==> config.mk <==
export PLATFORM = sky130hd
export DESIGN_NAME = four_lane_rotating_word_hash_unit
export DESIGN_NICKNAME = d
export VERILOG_FILES = /design/src/flrwh_pkg.sv /design/src/flrwh_mul.sv /design/src/flrwh_dp.sv /design/src/flrwh_ctrl.sv /design/src/four_lane_rotating_word_hash_unit.sv
export SDC_FILE = /design/constraint.sdc
export NUM_CORES = 2
export LEC_CHECK = 0
export ABC_AREA = 1
export BUFFER_PORTS_ARGS = -buffer_cell sky130_fd_sc_hd__buf_4
export CORE_ASPECT_RATIO = 1.25
export CORE_MARGIN = 2
export CORE_UTILIZATION = 50
export DETAILED_ROUTE_END_ITERATION = 8
export PLACE_DENSITY = 0.66
export SLEW_MARGIN = 30
export SYNTH_ARGS = -nofsm -noshare
export SYNTH_HDL_FRONTEND = slang
export SYNTH_SLANG_ARGS = --single-unit
==> constraint.sdc <==
create_clock -name clk_i -period 13.3 [get_ports clk_i]
set_clock_uncertainty 0.1 [all_clocks]
set_input_delay 3.325 -clock clk_i [delete_from_list [all_inputs] [get_ports clk_i]]
set_output_delay 3.325 -clock clk_i [all_outputs]
set_load 0.05 [all_outputs]
==> src/flrwh_pkg.sv <==
// ----------------------------------------------------------------------------
// flrwh_pkg: shared types and constants of the four-lane rotating word hash
// Holds the hash constants, the micro-operation codes, the rotation table and
// the command and status groups between the controller and the datapath.
// ----------------------------------------------------------------------------
package flrwh_pkg;

  localparam int unsigned LenW = 32;

  localparam logic [63:0] KGold = 64'h9E3779B97F4A7C15;
  localparam logic [63:0] KA    = 64'h85EBCA77C2B2AE3D;
  localparam logic [63:0] KB    = 64'hBF58476D1CE4E5B9;
  localparam logic [63:0] KC    = 64'h94D049BB133111EB;
  localparam logic [63:0] KD    = 64'hA3C8B9D5E1F2A7B4;

  // Micro-operations: each one is a single 64-bit multiply and its write-back.
  localparam logic [3:0] OP_BASE   = 4'd0;
  localparam logic [3:0] OP_LANE0  = 4'd1;
  localparam logic [3:0] OP_LANE1  = 4'd2;
  localparam logic [3:0] OP_LANE2  = 4'd3;
  localparam logic [3:0] OP_LANE3  = 4'd4;
  localparam logic [3:0] OP_ABSORB = 4'd5;
  localparam logic [3:0] OP_FIN_A  = 4'd6;
  localparam logic [3:0] OP_FIN_C  = 4'd7;
  localparam logic [3:0] OP_MIX    = 4'd8;
  localparam logic [3:0] OP_R17    = 4'd9;
  localparam logic [3:0] OP_R23    = 4'd10;
  localparam logic [3:0] OP_R29    = 4'd11;
  localparam logic [3:0] OP_R37    = 4'd12;

  typedef struct packed {
    logic       load_start;
    logic       load_data;
    logic       issue;
    logic       write;
    logic       emit;
    logic [3:0] op;
  } flrwh_cmd_t;

  typedef struct packed {
    logic mul_done;
    logic bytes_zero;
  } flrwh_stat_t;

  // Rotation per lane: even set for even block count, odd set otherwise.
  function automatic logic [5:0] rot_amount(input logic odd, input logic [1:0] lane);
    logic [5:0] r;
    unique case ({odd, lane})
      3'b000:  r = 6'd17;
      3'b001:  r = 6'd29;
      3'b010:  r = 6'd43;
      3'b011:  r = 6'd53;
      3'b100:  r = 6'd23;
      3'b101:  r = 6'd37;
      3'b110:  r = 6'd59;
      default: r = 6'd61;
    endcase
    return r;
  endfunction

endpackage

==> src/flrwh_mul.sv <==
// ----------------------------------------------------------------------------
// flrwh_mul: iterative 64x64 multiplier, low 64 bits of the product
// One 32x32 partial product per cycle, low by low and then the two cross
// terms; done pulses with the product held on p_o.
// ----------------------------------------------------------------------------
module flrwh_mul (
  input  logic        clk_i,
  input  logic        rst_ni,
  input  logic        start_i,
  input  logic [63:0] a_i,
  input  logic [63:0] b_i,
  output logic        done_o,
  output logic [63:0] p_o
);

  logic [63:0] a_q, b_q, p_q;
  logic [1:0]  cnt_q;
  logic        run_q, done_q;
  logic [31:0] sel_a, sel_b;
  logic [63:0] pp;

  always_comb begin
    unique case (cnt_q)
      2'd1:    begin sel_a = a_q[63:32]; sel_b = b_q[31:0];  end
      2'd2:    begin sel_a = a_q[31:0];  sel_b = b_q[63:32]; end
      default: begin sel_a = a_q[31:0];  sel_b = b_q[31:0];  end
    endcase
    pp = sel_a * sel_b;
  end

  always_ff @(posedge clk_i or negedge rst_ni) begin
    if (!rst_ni) begin
      cnt_q  <= 2'd0;
      run_q  <= 1'b0;
      done_q <= 1'b0;
    end else if (start_i) begin
      cnt_q  <= 2'd0;
      run_q  <= 1'b1;
      done_q <= 1'b0;
    end else if (run_q) begin
      cnt_q <= cnt_q + 2'd1;
      if (cnt_q == 2'd2) begin
        run_q  <= 1'b0;
        done_q <= 1'b1;
      end
    end else begin
      done_q <= 1'b0;
    end
  end

  always_ff @(posedge clk_i) begin
    if (start_i) begin
      a_q <= a_i;
      b_q <= b_i;
    end else if (run_q) begin
      // cross terms only reach the upper half of the low 64 bits
      if (cnt_q == 2'd0) begin
        p_q <= pp;
      end else begin
        p_q <= p_q + {pp[31:0], 32'd0};
      end
    end
  end

  assign done_o = done_q;
  assign p_o    = p_q;

endmodule

==> src/flrwh_dp.sv <==
// ----------------------------------------------------------------------------
// flrwh_dp: datapath of the four-lane rotating word hash
// Lanes, base, finalizer registers, byte and block counters, operand
// selection into the shared multiplier and result write-back.
// ----------------------------------------------------------------------------
module flrwh_dp (
  input  logic                      clk_i,
  input  logic                      rst_ni,
  input  flrwh_pkg::flrwh_cmd_t     cmd_i,
  input  logic [63:0]               data_i,
  input  logic [flrwh_pkg::LenW-1:0] length_i,
  output flrwh_pkg::flrwh_stat_t    stat_o,
  output logic [63:0]               digest_o
);

  logic [63:0] lane_q [4];
  logic [63:0] base_q, acc_q, c_q, word_q, digest_q;
  logic [flrwh_pkg::LenW-1:0] bytes_left_q;
  logic [1:0]  word_idx_q, fbc_q, lidx_q;

  logic [3:0]  take;
  logic [63:0] wmask, rot_w, opa, opk, prod;
  logic [127:0] dbl;
  logic        in_full, mul_done;
  logic [1:0]  lane_idx;
  logic [5:0]  rot;

  always_comb begin
    take = (bytes_left_q < flrwh_pkg::LenW'(8)) ? {1'b0, bytes_left_q[2:0]} : 4'd8;
    for (int b = 0; b < 8; b++) begin
      wmask[8*b +: 8] = ((take == 4'd8) || (3'(b) < bytes_left_q[2:0])) ?
                        word_q[8*b +: 8] : 8'd0;
    end
    in_full  = ({1'b0, bytes_left_q} + {28'd0, word_idx_q, 3'b000}) >= 33'd32;
    lane_idx = in_full ? word_idx_q : fbc_q;
    rot      = flrwh_pkg::rot_amount(fbc_q[0], lane_idx);
    dbl      = {wmask, wmask} << rot;
    rot_w    = dbl[127:64];
  end

  always_comb begin
    unique case (cmd_i.op)
      flrwh_pkg::OP_BASE:   begin opa = {32'd0, bytes_left_q};  opk = flrwh_pkg::KGold; end
      flrwh_pkg::OP_LANE0:  begin opa = base_q;                 opk = flrwh_pkg::KGold; end
      flrwh_pkg::OP_LANE1:  begin opa = base_q;                 opk = flrwh_pkg::KA;    end
      flrwh_pkg::OP_LANE2:  begin opa = base_q;                 opk = flrwh_pkg::KB;    end
      flrwh_pkg::OP_LANE3:  begin opa = base_q;                 opk = flrwh_pkg::KC;    end
      flrwh_pkg::OP_ABSORB: begin opa = lane_q[lane_idx] ^ rot_w; opk = flrwh_pkg::KGold; end
      flrwh_pkg::OP_FIN_A:  begin opa = lane_q[0] ^ lane_q[1];  opk = flrwh_pkg::KGold; end
      flrwh_pkg::OP_FIN_C:  begin opa = lane_q[2] ^ lane_q[3];  opk = flrwh_pkg::KGold; end
      flrwh_pkg::OP_MIX:    begin opa = acc_q ^ c_q;            opk = flrwh_pkg::KD;    end
      flrwh_pkg::OP_R17:    begin opa = acc_q ^ (acc_q >> 17);  opk = flrwh_pkg::KA;    end
      flrwh_pkg::OP_R23:    begin opa = acc_q ^ (acc_q >> 23);  opk = flrwh_pkg::KB;    end
      flrwh_pkg::OP_R29:    begin opa = acc_q ^ (acc_q >> 29);  opk = flrwh_pkg::KC;    end
      flrwh_pkg::OP_R37:    begin opa = acc_q ^ (acc_q >> 37);  opk = flrwh_pkg::KD;    end
      default:              begin opa = 64'd0;                  opk = 64'd0;            end
    endcase
  end

  flrwh_mul u_mul (
    .clk_i   (clk_i),
    .rst_ni  (rst_ni),
    .start_i (cmd_i.issue),
    .a_i     (opa),
    .b_i     (opk),
    .done_o  (mul_done),
    .p_o     (prod)
  );

  // counters: advance when a word is issued to the multiplier
  always_ff @(posedge clk_i or negedge rst_ni) begin
    if (!rst_ni) begin
      bytes_left_q <= '0;
      word_idx_q   <= 2'd0;
      fbc_q        <= 2'd0;
    end else if (cmd_i.load_start) begin
      bytes_left_q <= length_i;
      word_idx_q   <= 2'd0;
      fbc_q        <= 2'd0;
    end else if (cmd_i.issue && (cmd_i.op == flrwh_pkg::OP_ABSORB)) begin
      bytes_left_q <= bytes_left_q - {{(flrwh_pkg::LenW-4){1'b0}}, take};
      word_idx_q   <= word_idx_q + 2'd1;
      if (!in_full || (word_idx_q == 2'd3)) begin
        fbc_q <= fbc_q + 2'd1;
      end
    end
  end

  always_ff @(posedge clk_i) begin
    if (cmd_i.load_start) begin
      base_q <= data_i;
    end
    if (cmd_i.load_data) begin
      word_q <= data_i;
    end
    if (cmd_i.issue) begin
      lidx_q <= lane_idx;
    end
    if (cmd_i.emit) begin
      digest_q <= acc_q ^ (acc_q >> 43);
    end
    if (cmd_i.write) begin
      unique case (cmd_i.op)
        flrwh_pkg::OP_BASE:   base_q      <= base_q ^ prod;
        flrwh_pkg::OP_LANE0:  lane_q[0]   <= prod;
        flrwh_pkg::OP_LANE1:  lane_q[1]   <= prod;
        flrwh_pkg::OP_LANE2:  lane_q[2]   <= prod;
        flrwh_pkg::OP_LANE3:  lane_q[3]   <= prod;
        flrwh_pkg::OP_ABSORB: lane_q[lidx_q] <= prod;
        flrwh_pkg::OP_FIN_C:  c_q         <= prod;
        default:              acc_q       <= prod;
      endcase
    end
  end

  assign stat_o.mul_done   = mul_done;
  assign stat_o.bytes_zero = (bytes_left_q == '0);
  assign digest_o          = digest_q;

endmodule

==> src/flrwh_ctrl.sv <==
// ----------------------------------------------------------------------------
// flrwh_ctrl: controller of the four-lane rotating word hash
// Accepts items, steps through the multiply sequence of seeding, absorbing
// and finalizing, and owns the output valid.
// ----------------------------------------------------------------------------
module flrwh_ctrl (
  input  logic                   clk_i,
  input  logic                   rst_ni,
  input  logic                   in_valid_i,
  output logic                   in_stall_o,
  input  logic                   action_i,
  output logic                   out_valid_o,
  input  logic                   out_stall_i,
  input  flrwh_pkg::flrwh_stat_t stat_i,
  output flrwh_pkg::flrwh_cmd_t  cmd_o
);

  localparam logic [2:0] S_IDLE  = 3'd0;
  localparam logic [2:0] S_OPEN  = 3'd1;
  localparam logic [2:0] S_ISSUE = 3'd2;
  localparam logic [2:0] S_WAIT  = 3'd3;
  localparam logic [2:0] S_EMIT  = 3'd4;

  logic [2:0] state_q, state_d;
  logic [3:0] op_q, op_d;
  logic       out_valid_q, out_valid_d;
  logic       accept;

  assign in_stall_o = !((state_q == S_IDLE) || (state_q == S_OPEN));
  assign accept     = in_valid_i && !in_stall_o;

  always_comb begin
    state_d          = state_q;
    op_d             = op_q;
    cmd_o.load_start = 1'b0;
    cmd_o.load_data  = 1'b0;
    cmd_o.issue      = 1'b0;
    cmd_o.write      = 1'b0;
    cmd_o.emit       = 1'b0;
    cmd_o.op         = op_q;

    unique case (state_q)
      S_IDLE, S_OPEN: begin
        if (accept) begin
          if (!action_i) begin
            cmd_o.load_start = 1'b1;
            op_d             = flrwh_pkg::OP_BASE;
            state_d          = S_ISSUE;
          end else if (state_q == S_OPEN) begin
            cmd_o.load_data = 1'b1;
            op_d            = flrwh_pkg::OP_ABSORB;
            state_d         = S_ISSUE;
          end
          // drop a data word while no message is open
        end
      end
      S_ISSUE: begin
        cmd_o.issue = 1'b1;
        state_d     = S_WAIT;
      end
      S_WAIT: begin
        if (stat_i.mul_done) begin
          cmd_o.write = 1'b1;
          state_d     = S_ISSUE;
          unique case (op_q)
            flrwh_pkg::OP_BASE:  op_d = flrwh_pkg::OP_LANE0;
            flrwh_pkg::OP_LANE0: op_d = flrwh_pkg::OP_LANE1;
            flrwh_pkg::OP_LANE1: op_d = flrwh_pkg::OP_LANE2;
            flrwh_pkg::OP_LANE2: op_d = flrwh_pkg::OP_LANE3;
            flrwh_pkg::OP_LANE3, flrwh_pkg::OP_ABSORB: begin
              if (stat_i.bytes_zero) begin
                op_d = flrwh_pkg::OP_FIN_A;
              end else begin
                state_d = S_OPEN;
              end
            end
            flrwh_pkg::OP_FIN_A: op_d = flrwh_pkg::OP_FIN_C;
            flrwh_pkg::OP_FIN_C: op_d = flrwh_pkg::OP_MIX;
            flrwh_pkg::OP_MIX:   op_d = flrwh_pkg::OP_R17;
            flrwh_pkg::OP_R17:   op_d = flrwh_pkg::OP_R23;
            flrwh_pkg::OP_R23:   op_d = flrwh_pkg::OP_R29;
            flrwh_pkg::OP_R29:   op_d = flrwh_pkg::OP_R37;
            flrwh_pkg::OP_R37:   state_d = S_EMIT;
            default:             state_d = S_IDLE;
          endcase
        end
      end
      S_EMIT: begin
        // hold until the output register is free
        if (!out_valid_q || !out_stall_i) begin
          cmd_o.emit = 1'b1;
          state_d    = S_IDLE;
        end
      end
      default: state_d = S_IDLE;
    endcase
  end

  always_comb begin
    out_valid_d = out_valid_q;
    if (cmd_o.emit) begin
      out_valid_d = 1'b1;
    end else if (out_valid_q && !out_stall_i) begin
      out_valid_d = 1'b0;
    end
  end

  always_ff @(posedge clk_i or negedge rst_ni) begin
    if (!rst_ni) begin
      state_q     <= S_IDLE;
      op_q        <= flrwh_pkg::OP_BASE;
      out_valid_q <= 1'b0;
    end else begin
      state_q     <= state_d;
      op_q        <= op_d;
      out_valid_q <= out_valid_d;
    end
  end

  assign out_valid_o = out_valid_q;

endmodule

==> src/four_lane_rotating_word_hash_unit.sv <==
// ----------------------------------------------------------------------------
// four_lane_rotating_word_hash_unit: streaming four-lane 64-bit word hash
// Seeds four lanes from a start item, absorbs little-endian data words and
// emits a 64-bit digest once the message length is consumed.
// ----------------------------------------------------------------------------
// Every step runs through one shared 64x64 multiplier built from a single
// 32x32 unit that takes three passes per product; each multiply is issued,
// runs and is written back before the next is issued. A data word stalls
// the input until its multiply is written back. A start item runs the base
// multiply and four lane seeds before the next item is taken. The word that
// ends the message, or a start item of zero length, adds finalizing (seven
// multiplies and the digest write) before the digest appears. A finished
// digest waits in the output register while the next items are taken; the
// last step of the following message holds until it has been transferred.
// ----------------------------------------------------------------------------
module four_lane_rotating_word_hash_unit (
  input  logic                       clk_i,
  input  logic                       rst_ni,
  input  logic                       in_valid_i,
  output logic                       in_stall_o,
  input  logic                       action_i,
  input  logic [63:0]                data_i,
  input  logic [flrwh_pkg::LenW-1:0] length_i,
  output logic                       out_valid_o,
  input  logic                       out_stall_i,
  output logic [63:0]                digest_o
);

  flrwh_pkg::flrwh_cmd_t  cmd;
  flrwh_pkg::flrwh_stat_t stat;

  flrwh_ctrl u_ctrl (
    .clk_i       (clk_i),
    .rst_ni      (rst_ni),
    .in_valid_i  (in_valid_i),
    .in_stall_o  (in_stall_o),
    .action_i    (action_i),
    .out_valid_o (out_valid_o),
    .out_stall_i (out_stall_i),
    .stat_i      (stat),
    .cmd_o       (cmd)
  );

  flrwh_dp u_dp (
    .clk_i    (clk_i),
    .rst_ni   (rst_ni),
    .cmd_i    (cmd),
    .data_i   (data_i),
    .length_i (length_i),
    .stat_o   (stat),
    .digest_o (digest_o)
  );

  // no transfer in while a multiply is being started
  a_issue_stalls: assert property (@(posedge clk_i) disable iff (!rst_ni)
    cmd.issue |-> in_stall_o)
    else $error("multiply issued while input open");

  // never overwrite a digest that is still waiting
  a_emit_free: assert property (@(posedge clk_i) disable iff (!rst_ni)
    cmd.emit |-> !(out_valid_o && out_stall_i))
    else $error("digest overwritten");

  // a result write-back and an input transfer never meet
  a_accept_no_write: assert property (@(posedge clk_i) disable iff (!rst_ni)
    (in_valid_i && !in_stall_o) |-> !cmd.write)
    else $error("write-back during input transfer");

  // the multiplier never finishes right after it was started
  a_mul_latency: assert property (@(posedge clk_i) disable iff (!rst_ni)
    cmd.issue |=> !stat.mul_done)
    else $error("multiplier done too early");

endmodule

After elaboration in Yosys (flattened, before gate mapping). Memories as Yosys holds them, arrays and structs flattened. Index checks and enable logic that the tools add are counted. Widths: inputs -> output; s select.

Bits in registers: 562. Bits in latches: 0. Bits in writable memories: 256. Memory bits (read-only): 0. Bits of input ports: 101. Memories: 1.

Add/sub/neg operators: 6. Multipliers: 1. Div/mod/pow operators: 0. Order comparisons: 10. Eq/ne operators: 33. Shift operators: 1. Multiplexer cells: 88. Bitwise operators: 12. Reductions and logical operators: 48.

Memories: u_dp.lane_q (words 4, bits a word 64, rd ports 5, clocked after Yosys merged registers in 0, write ports 1, line flrwh_dp.sv:16) `logic [63:0] lane_q [4];`.

Operators with widths (number): $pmux 64 s10 (1); $mux 64 (8); $pmux 64 s5 (1); $xor 64x64->64 (5); $reduce_or 64->1 (4); $mux 32 (4); $shl 128x6->128 (1); $add 64x64->64 (1); $mul 32x32->64 (1); $mux 8 (8); $xor 64x21->64 (1); $xor 64x27->64 (1); $xor 64x35->64 (1); $xor 64x41->64 (1); $xor 64x47->64 (1); $pmux 4 s11 (1); $pmux 6 s7 (1); $mux 1 (35); $add 32x5->33 (1); $ge 33x6->1 const B (1); $logic_not 32->1 (1); $lt 32x4->1 const B (1); $sub 32x4->32 (1); $mux 2 (15); other kinds (38) (103).

Longest topological paths before layout.
Word-level depth: 9. Depth in mapped cells: 44.

Modules after synthesis. From an unflattened synthesis, not the netlist that was laid out.

Cells, all modules: 9650. Area, all modules: 79945.4 sq um.

By module, submodules not included: flrwh_mul (times used 1, cells an instance 4984, area each 42492.0 sq um, seq. area each 5865.6 sq um); flrwh_dp (times used 1, cells an instance 4573, area each 36832.8 sq um, seq. area each 17616.9 sq um); flrwh_ctrl (times used 1, cells an instance 93, area each 620.6 sq um, seq. area each 200.2 sq um).

Worst setup path before layout. Ideal clock, no wire load.

Path kind: register -> register. From: register u_ctrl.state_q[2]. To: register u_dp.bytes_left_q[12] (netlist bit). Data arrival time: 9.093 ns. Data required time: 13.067 ns. Path slack: 3.975 ns. Cell stages (with the launch flop): 9. Buffers on the path: 2. Period minus slack after synthesis: 9.325 ns. Cell sequence: dfrtp_1 > nor3_1 > inv_1 > nor2_1 > nor2_1 > inv_1 > clkbuf_1 > clkbuf_1 > o22ai_1.

Word-level cells in the longest chain between the ends: 6.

RTL lines: start: declaration (line flrwh_ctrl.sv:24) `logic [2:0] state_q, state_d;`; start signal: assignment (line flrwh_ctrl.sv:114) `state_q <= state_d;`; $eq 3x1->1 / $logic_not 3->1 (equally long branches) (line flrwh_ctrl.sv:29, flrwh_ctrl.sv:42); $logic_or 1x1->1 (line flrwh_ctrl.sv:29) `assign in_stall_o = !((state_q == S_IDLE) || (state_q == S_OPEN));`; $logic_and 1x1->1 (line flrwh_ctrl.sv:30) `assign accept = in_valid_i && !in_stall_o;`; $mux 2 (line flrwh_ctrl.sv:44) `if (accept) begin`; $mux 2 (line flrwh_ctrl.sv:42) `unique case (state_q)`; $mux 32 / $reduce_bool 2->1 (equally long branches); end signal: assignment (line flrwh_dp.sv:77) `bytes_left_q <= length_i;`; end signal: assignment (line flrwh_dp.sv:81) `bytes_left_q <= bytes_left_q - {{(flrwh_pkg::LenW-4){1'b0}}, take};`; end: declaration (line flrwh_dp.sv:18) `logic [flrwh_pkg::LenW-1:0] bytes_left_q;`.

Parallel ways exist; a longest one is shown, timed or not. A chain may end at the register's enable or synchronous reset.

Final worst setup path.
From: register u_dp.u_mul.cnt_q[1]. To: register u_dp.u_mul.p_q[63] (netlist: u_dp.u_mul.p_o[63]), data pin.

Word-level cells in the longest chain between the ends: 5.

RTL lines: start: declaration (line flrwh_mul.sv:17) `logic [1:0] cnt_q;`; start signal: assignment (line flrwh_mul.sv:41) `cnt_q <= cnt_q + 2'd1;`; $eq 2x1->1 / $eq 2x2->1 (equally long branches) (line flrwh_mul.sv:23) `unique case (cnt_q)`; $mux 32 (line flrwh_mul.sv:23); $mul 32x32->64 (line flrwh_mul.sv:28) `pp = sel_a * sel_b;`; $add 64x64->64 (line flrwh_mul.sv:60) `p_q <= p_q + {pp[31:0], 32'd0};`; $mux 64 * (line flrwh_mul.sv:57) `if (cnt_q == 2'd0) begin`; end signal: assignment (line flrwh_mul.sv:58) `p_q <= pp;`; end signal: assignment (line flrwh_mul.sv:60); end: declaration (line flrwh_mul.sv:16) `logic [63:0] a_q, b_q, p_q;`.

Mark *: on every way between the ends. The rest lies on a longest branch, timed or not.

==> results.md <==
* GRT Max-Usage Layer: met2
* Mean post-synth cell area at between 8 and 9 µm²
* Total number of vias at between 60,000 and 70,000
* FP Rows at 160
* Multi-input logic area at 0.0468 mm²
* Pwr Density at 60.9 mW/mm²
* Clk slew on worst S/H paths at 70 ps
* Unrepaired setup endpoints after global routing: no
* P_leak at ~40 nW
* Final setup margin at 2000 ps
* Critical Path AT at 11,710 ps
* Post-synth top flop: edfxtp_1
* Final HPWL DP at ~260,000 µm
* Yosys cell types at 57
* Slew headroom at 23.9%
* # IOs at about 170
* Cell area after synthesis at 0.0763 mm²
* Port-buffer cells at 166
* Final Max Slew Viols at 0
* DR iter-0 viols at 8,457
* Largest net degree at the start of global routing at 108
* Clk_lat worst skew at 750 ps
* M2 GR Usage at 71.5%
* Register area at ~0.023 mm²
* Slowest-stage cell, CP: ha_2
* CTS resizes at 0
* Setup TNS Final at 0 ps
* Post-route cell area at 0.0829 mm²
* Crit-path most repeated cell: fa_1
* Final setup vio count at 0
* Initial DRT Pass Iterations at 9
* DRC violations left at 0
* CTS tree: yes
* Global-route wire length before repair at just under 500,000 µm
* Global-route usage over all layers at 44.1%
* Final Hold Fails at 0
* Post-synth EDFFs at 668
* Ys Warns at 0
* Die Y at 441 µm
* Worst IR Drop VDD at 0.102 mV
* Hold slack at 355 ps
* Met1 Usage GRT at 45.3%
* Clock tree buffer depth at 3
* Initial Util at between 50% and 60%
* Share of layout cells above drive strength 1 at 7.07%
* Post-CTS Setup Bufs at 0
* Asr flop ratio synth at 6.15%
* WL/cell at 31.2 µm
* Net Count, Synth at slightly above 10,000
* Status: complete, no violations
* Antenna Nets Post-Route at 0
* Hold Path Class: register to register
* P&R area growth vs syn at 8.62%
* Critical path type: register to register
* Max frequency at 0.0885 GHz
* CP Launch Type: register
* Die area at 0.156 mm²
* Max-Cap Viols at 0
* Vias in the first global route at approximately 70,000
* Num CTS Buffers at 81
* Nets at 10,300
* Grt met3 use at 10.7%
* Slowest stage delay, CP at 680 ps
* Tmin final at 11,300 ps
* Clock sink count at 780
* Core area at about 0.15 mm²
* Critical Path RT at 13,710 ps
* Initial antenna violation count at 15
* Cells after Synth at around 9,000
* Max FO, Critical Path at 37
* Placement Setup Slack at 2110 ps
* Die extent in x at 353 µm
* Clock root buffer: clkbuf_16
* # hold bufs at CTS at 0
* Register area share after synthesis at 29.5%
* Routability cong. at approximately 1.1
* Final WL at approximately 340,000 µm
* Crit path capture type: register
* FILL cells at 14,100
* Power, Total at 5.05 mW
* Post-detailed-route via-to-cell ratio at 6.20
* Total gr overflow at 0
* Final period utilization at 85.0%
* Slew of the pin with the lowest slew margin at 1140 ps
* Seq cells post-synth at 780
* H-tree levels at 3
* Placed Area at 0.0801 mm²
layer usage:
metal	vias up	part of all wire [%]
li1	28700	-
met3	1621	10
met1	33500	30
met4	8	13
met5	-	0.029
met2	4653	46
Yosys cell counts, types with 28 or more instances:
cell type	n	area share, %
buf_2	69	0.45
nand2_1	1658	8.2
nor3_1	32	0.21
clkbuf_1	334	1.6
dfrtp_1	48	1.6
a32oi_1	47	0.54
o21ai_1	28	0.18
inv_1	1466	7.2
nor2_1	942	4.6
or2_2	47	0.39
xor2_1	90	1.0
ha_1	305	5.0
a2111oi_0	34	0.39
xnor2_1	247	2.8
o21ai_0	364	2.4
fa_1	898	24
buf_1	39	0.19
edfxtp_1	668	26
a21oi_1	267	1.8
dfxtp_1	64	1.7
nand3_1	840	5.5
a31oi_1	49	0.40
o22ai_1	159	1.3
through the flow:
stage               cells  util, %
floorplan            8972        -
global placement    10900     52.6
detailed placement  10900     52.7
CTS                 11000     54.5
global route        11000     54.5
finish              11100     54.6
registers in the layout (all words and copies together) (netlist names), 3 cells and up:
name	cells
u_dp.lane_q	256
u_dp.word_q	64
u_dp.u_mul.a_q	64
u_dp.u_mul.b_q	26
u_dp.u_mul.p_o	64
u_dp.base_q	64
u_ctrl.op_q	4
u_dp.acc_q	64
u_ctrl.state_q	3
u_dp.bytes_left_q	32
u_dp.c_q	64
u_dp.digest_o	64
cell type report:
class                   count  area share [%]
clock inverters            41           0.586
multi-input cells        6234            56.4
diodes                     10          0.0302
well taps                2025            3.06
clock buffers             108            2.64
flip-flops and latches    780            27.2
inverters                1502            6.81
repair buffers            351            3.27
logic make-up (layout without fill, tap and decap cells):
logic type	Yosys count	count (layout)	synth area share, %
and+or+nand+nor	3582	3582	19.4
AOI/OAI and AO/OA	1109	1109	8.71
DFF	780	780	29.5
adders and majority gates	1203	1203	28.6
xor gates and xnor gates	339	339	3.91
buffers and inverters	1958	2002	9.84
other	1	11	0.00491
critical path, delay by kind of cell, from the launching register on:
kind                       cells  cell delay [ps]
AOI/OAI and AO/OA              5             1100
and+or+nand+nor                9             1440
DFF                            1              410
buffers and inverters          9             1840
xor gates and xnor gates       1              610
adders and majority gates     11             5450
worst paths after layout:
check | cells after the start | slack [ps] | startpoint | to
min | 0 | 360 | u_dp.acc_q[61] | u_dp.digest_o[61]
min in group asynchronous | 1 | 2570 | rst_ni | u_dp.bytes_left_q[26]
max reg2reg | 35 | 2000 | u_dp.u_mul.cnt_q[1] | u_dp.u_mul.p_o[63]
max | 35 | 2000 | u_dp.u_mul.cnt_q[1] | u_dp.u_mul.p_o[63]
min reg2reg | 0 | 360 | u_dp.acc_q[61] | u_dp.digest_o[61]
max in group asynchronous | 1 | 9960 | rst_ni | u_ctrl.op_q[1]
where the power goes:
| group | total (mW) | switching, mW | internal (mW) |
|---|---|---|---|
| combinational | 0.0480 | 0.0287 | 0.0192 |
| clock | 2.39 | 1.07 | 1.31 |
| sequential | 2.62 | 0.0000000000000000437 | 2.62 |
| total | 5.05 | 1.10 | 3.95 |
cell usage in the layout, fill, tap and decap left out, drive strengths merged, types with 8 or more instances in the layout:
master   count
a2111oi     34
a211oi      10
a21boi       9
a21oi      267
a221oi      20
a31oi       49
a32oi       47
buf        349
clkbuf     110
clkinv      49
dfrtp       48
dfxtp       64
diode       10
edfxtp     668
fa         898
ha         305
inv       1484
nand2     1663
nand3      840
nand4       25
nor2       953
nor3        32
nor4        12
o2111ai     24
o211ai      26
o21ai      393
o221ai      25
o22ai      159
o32ai        8
or2         47
xnor2      247
xor2        92
Note: power is estimated with default switching activity, not from simulation.
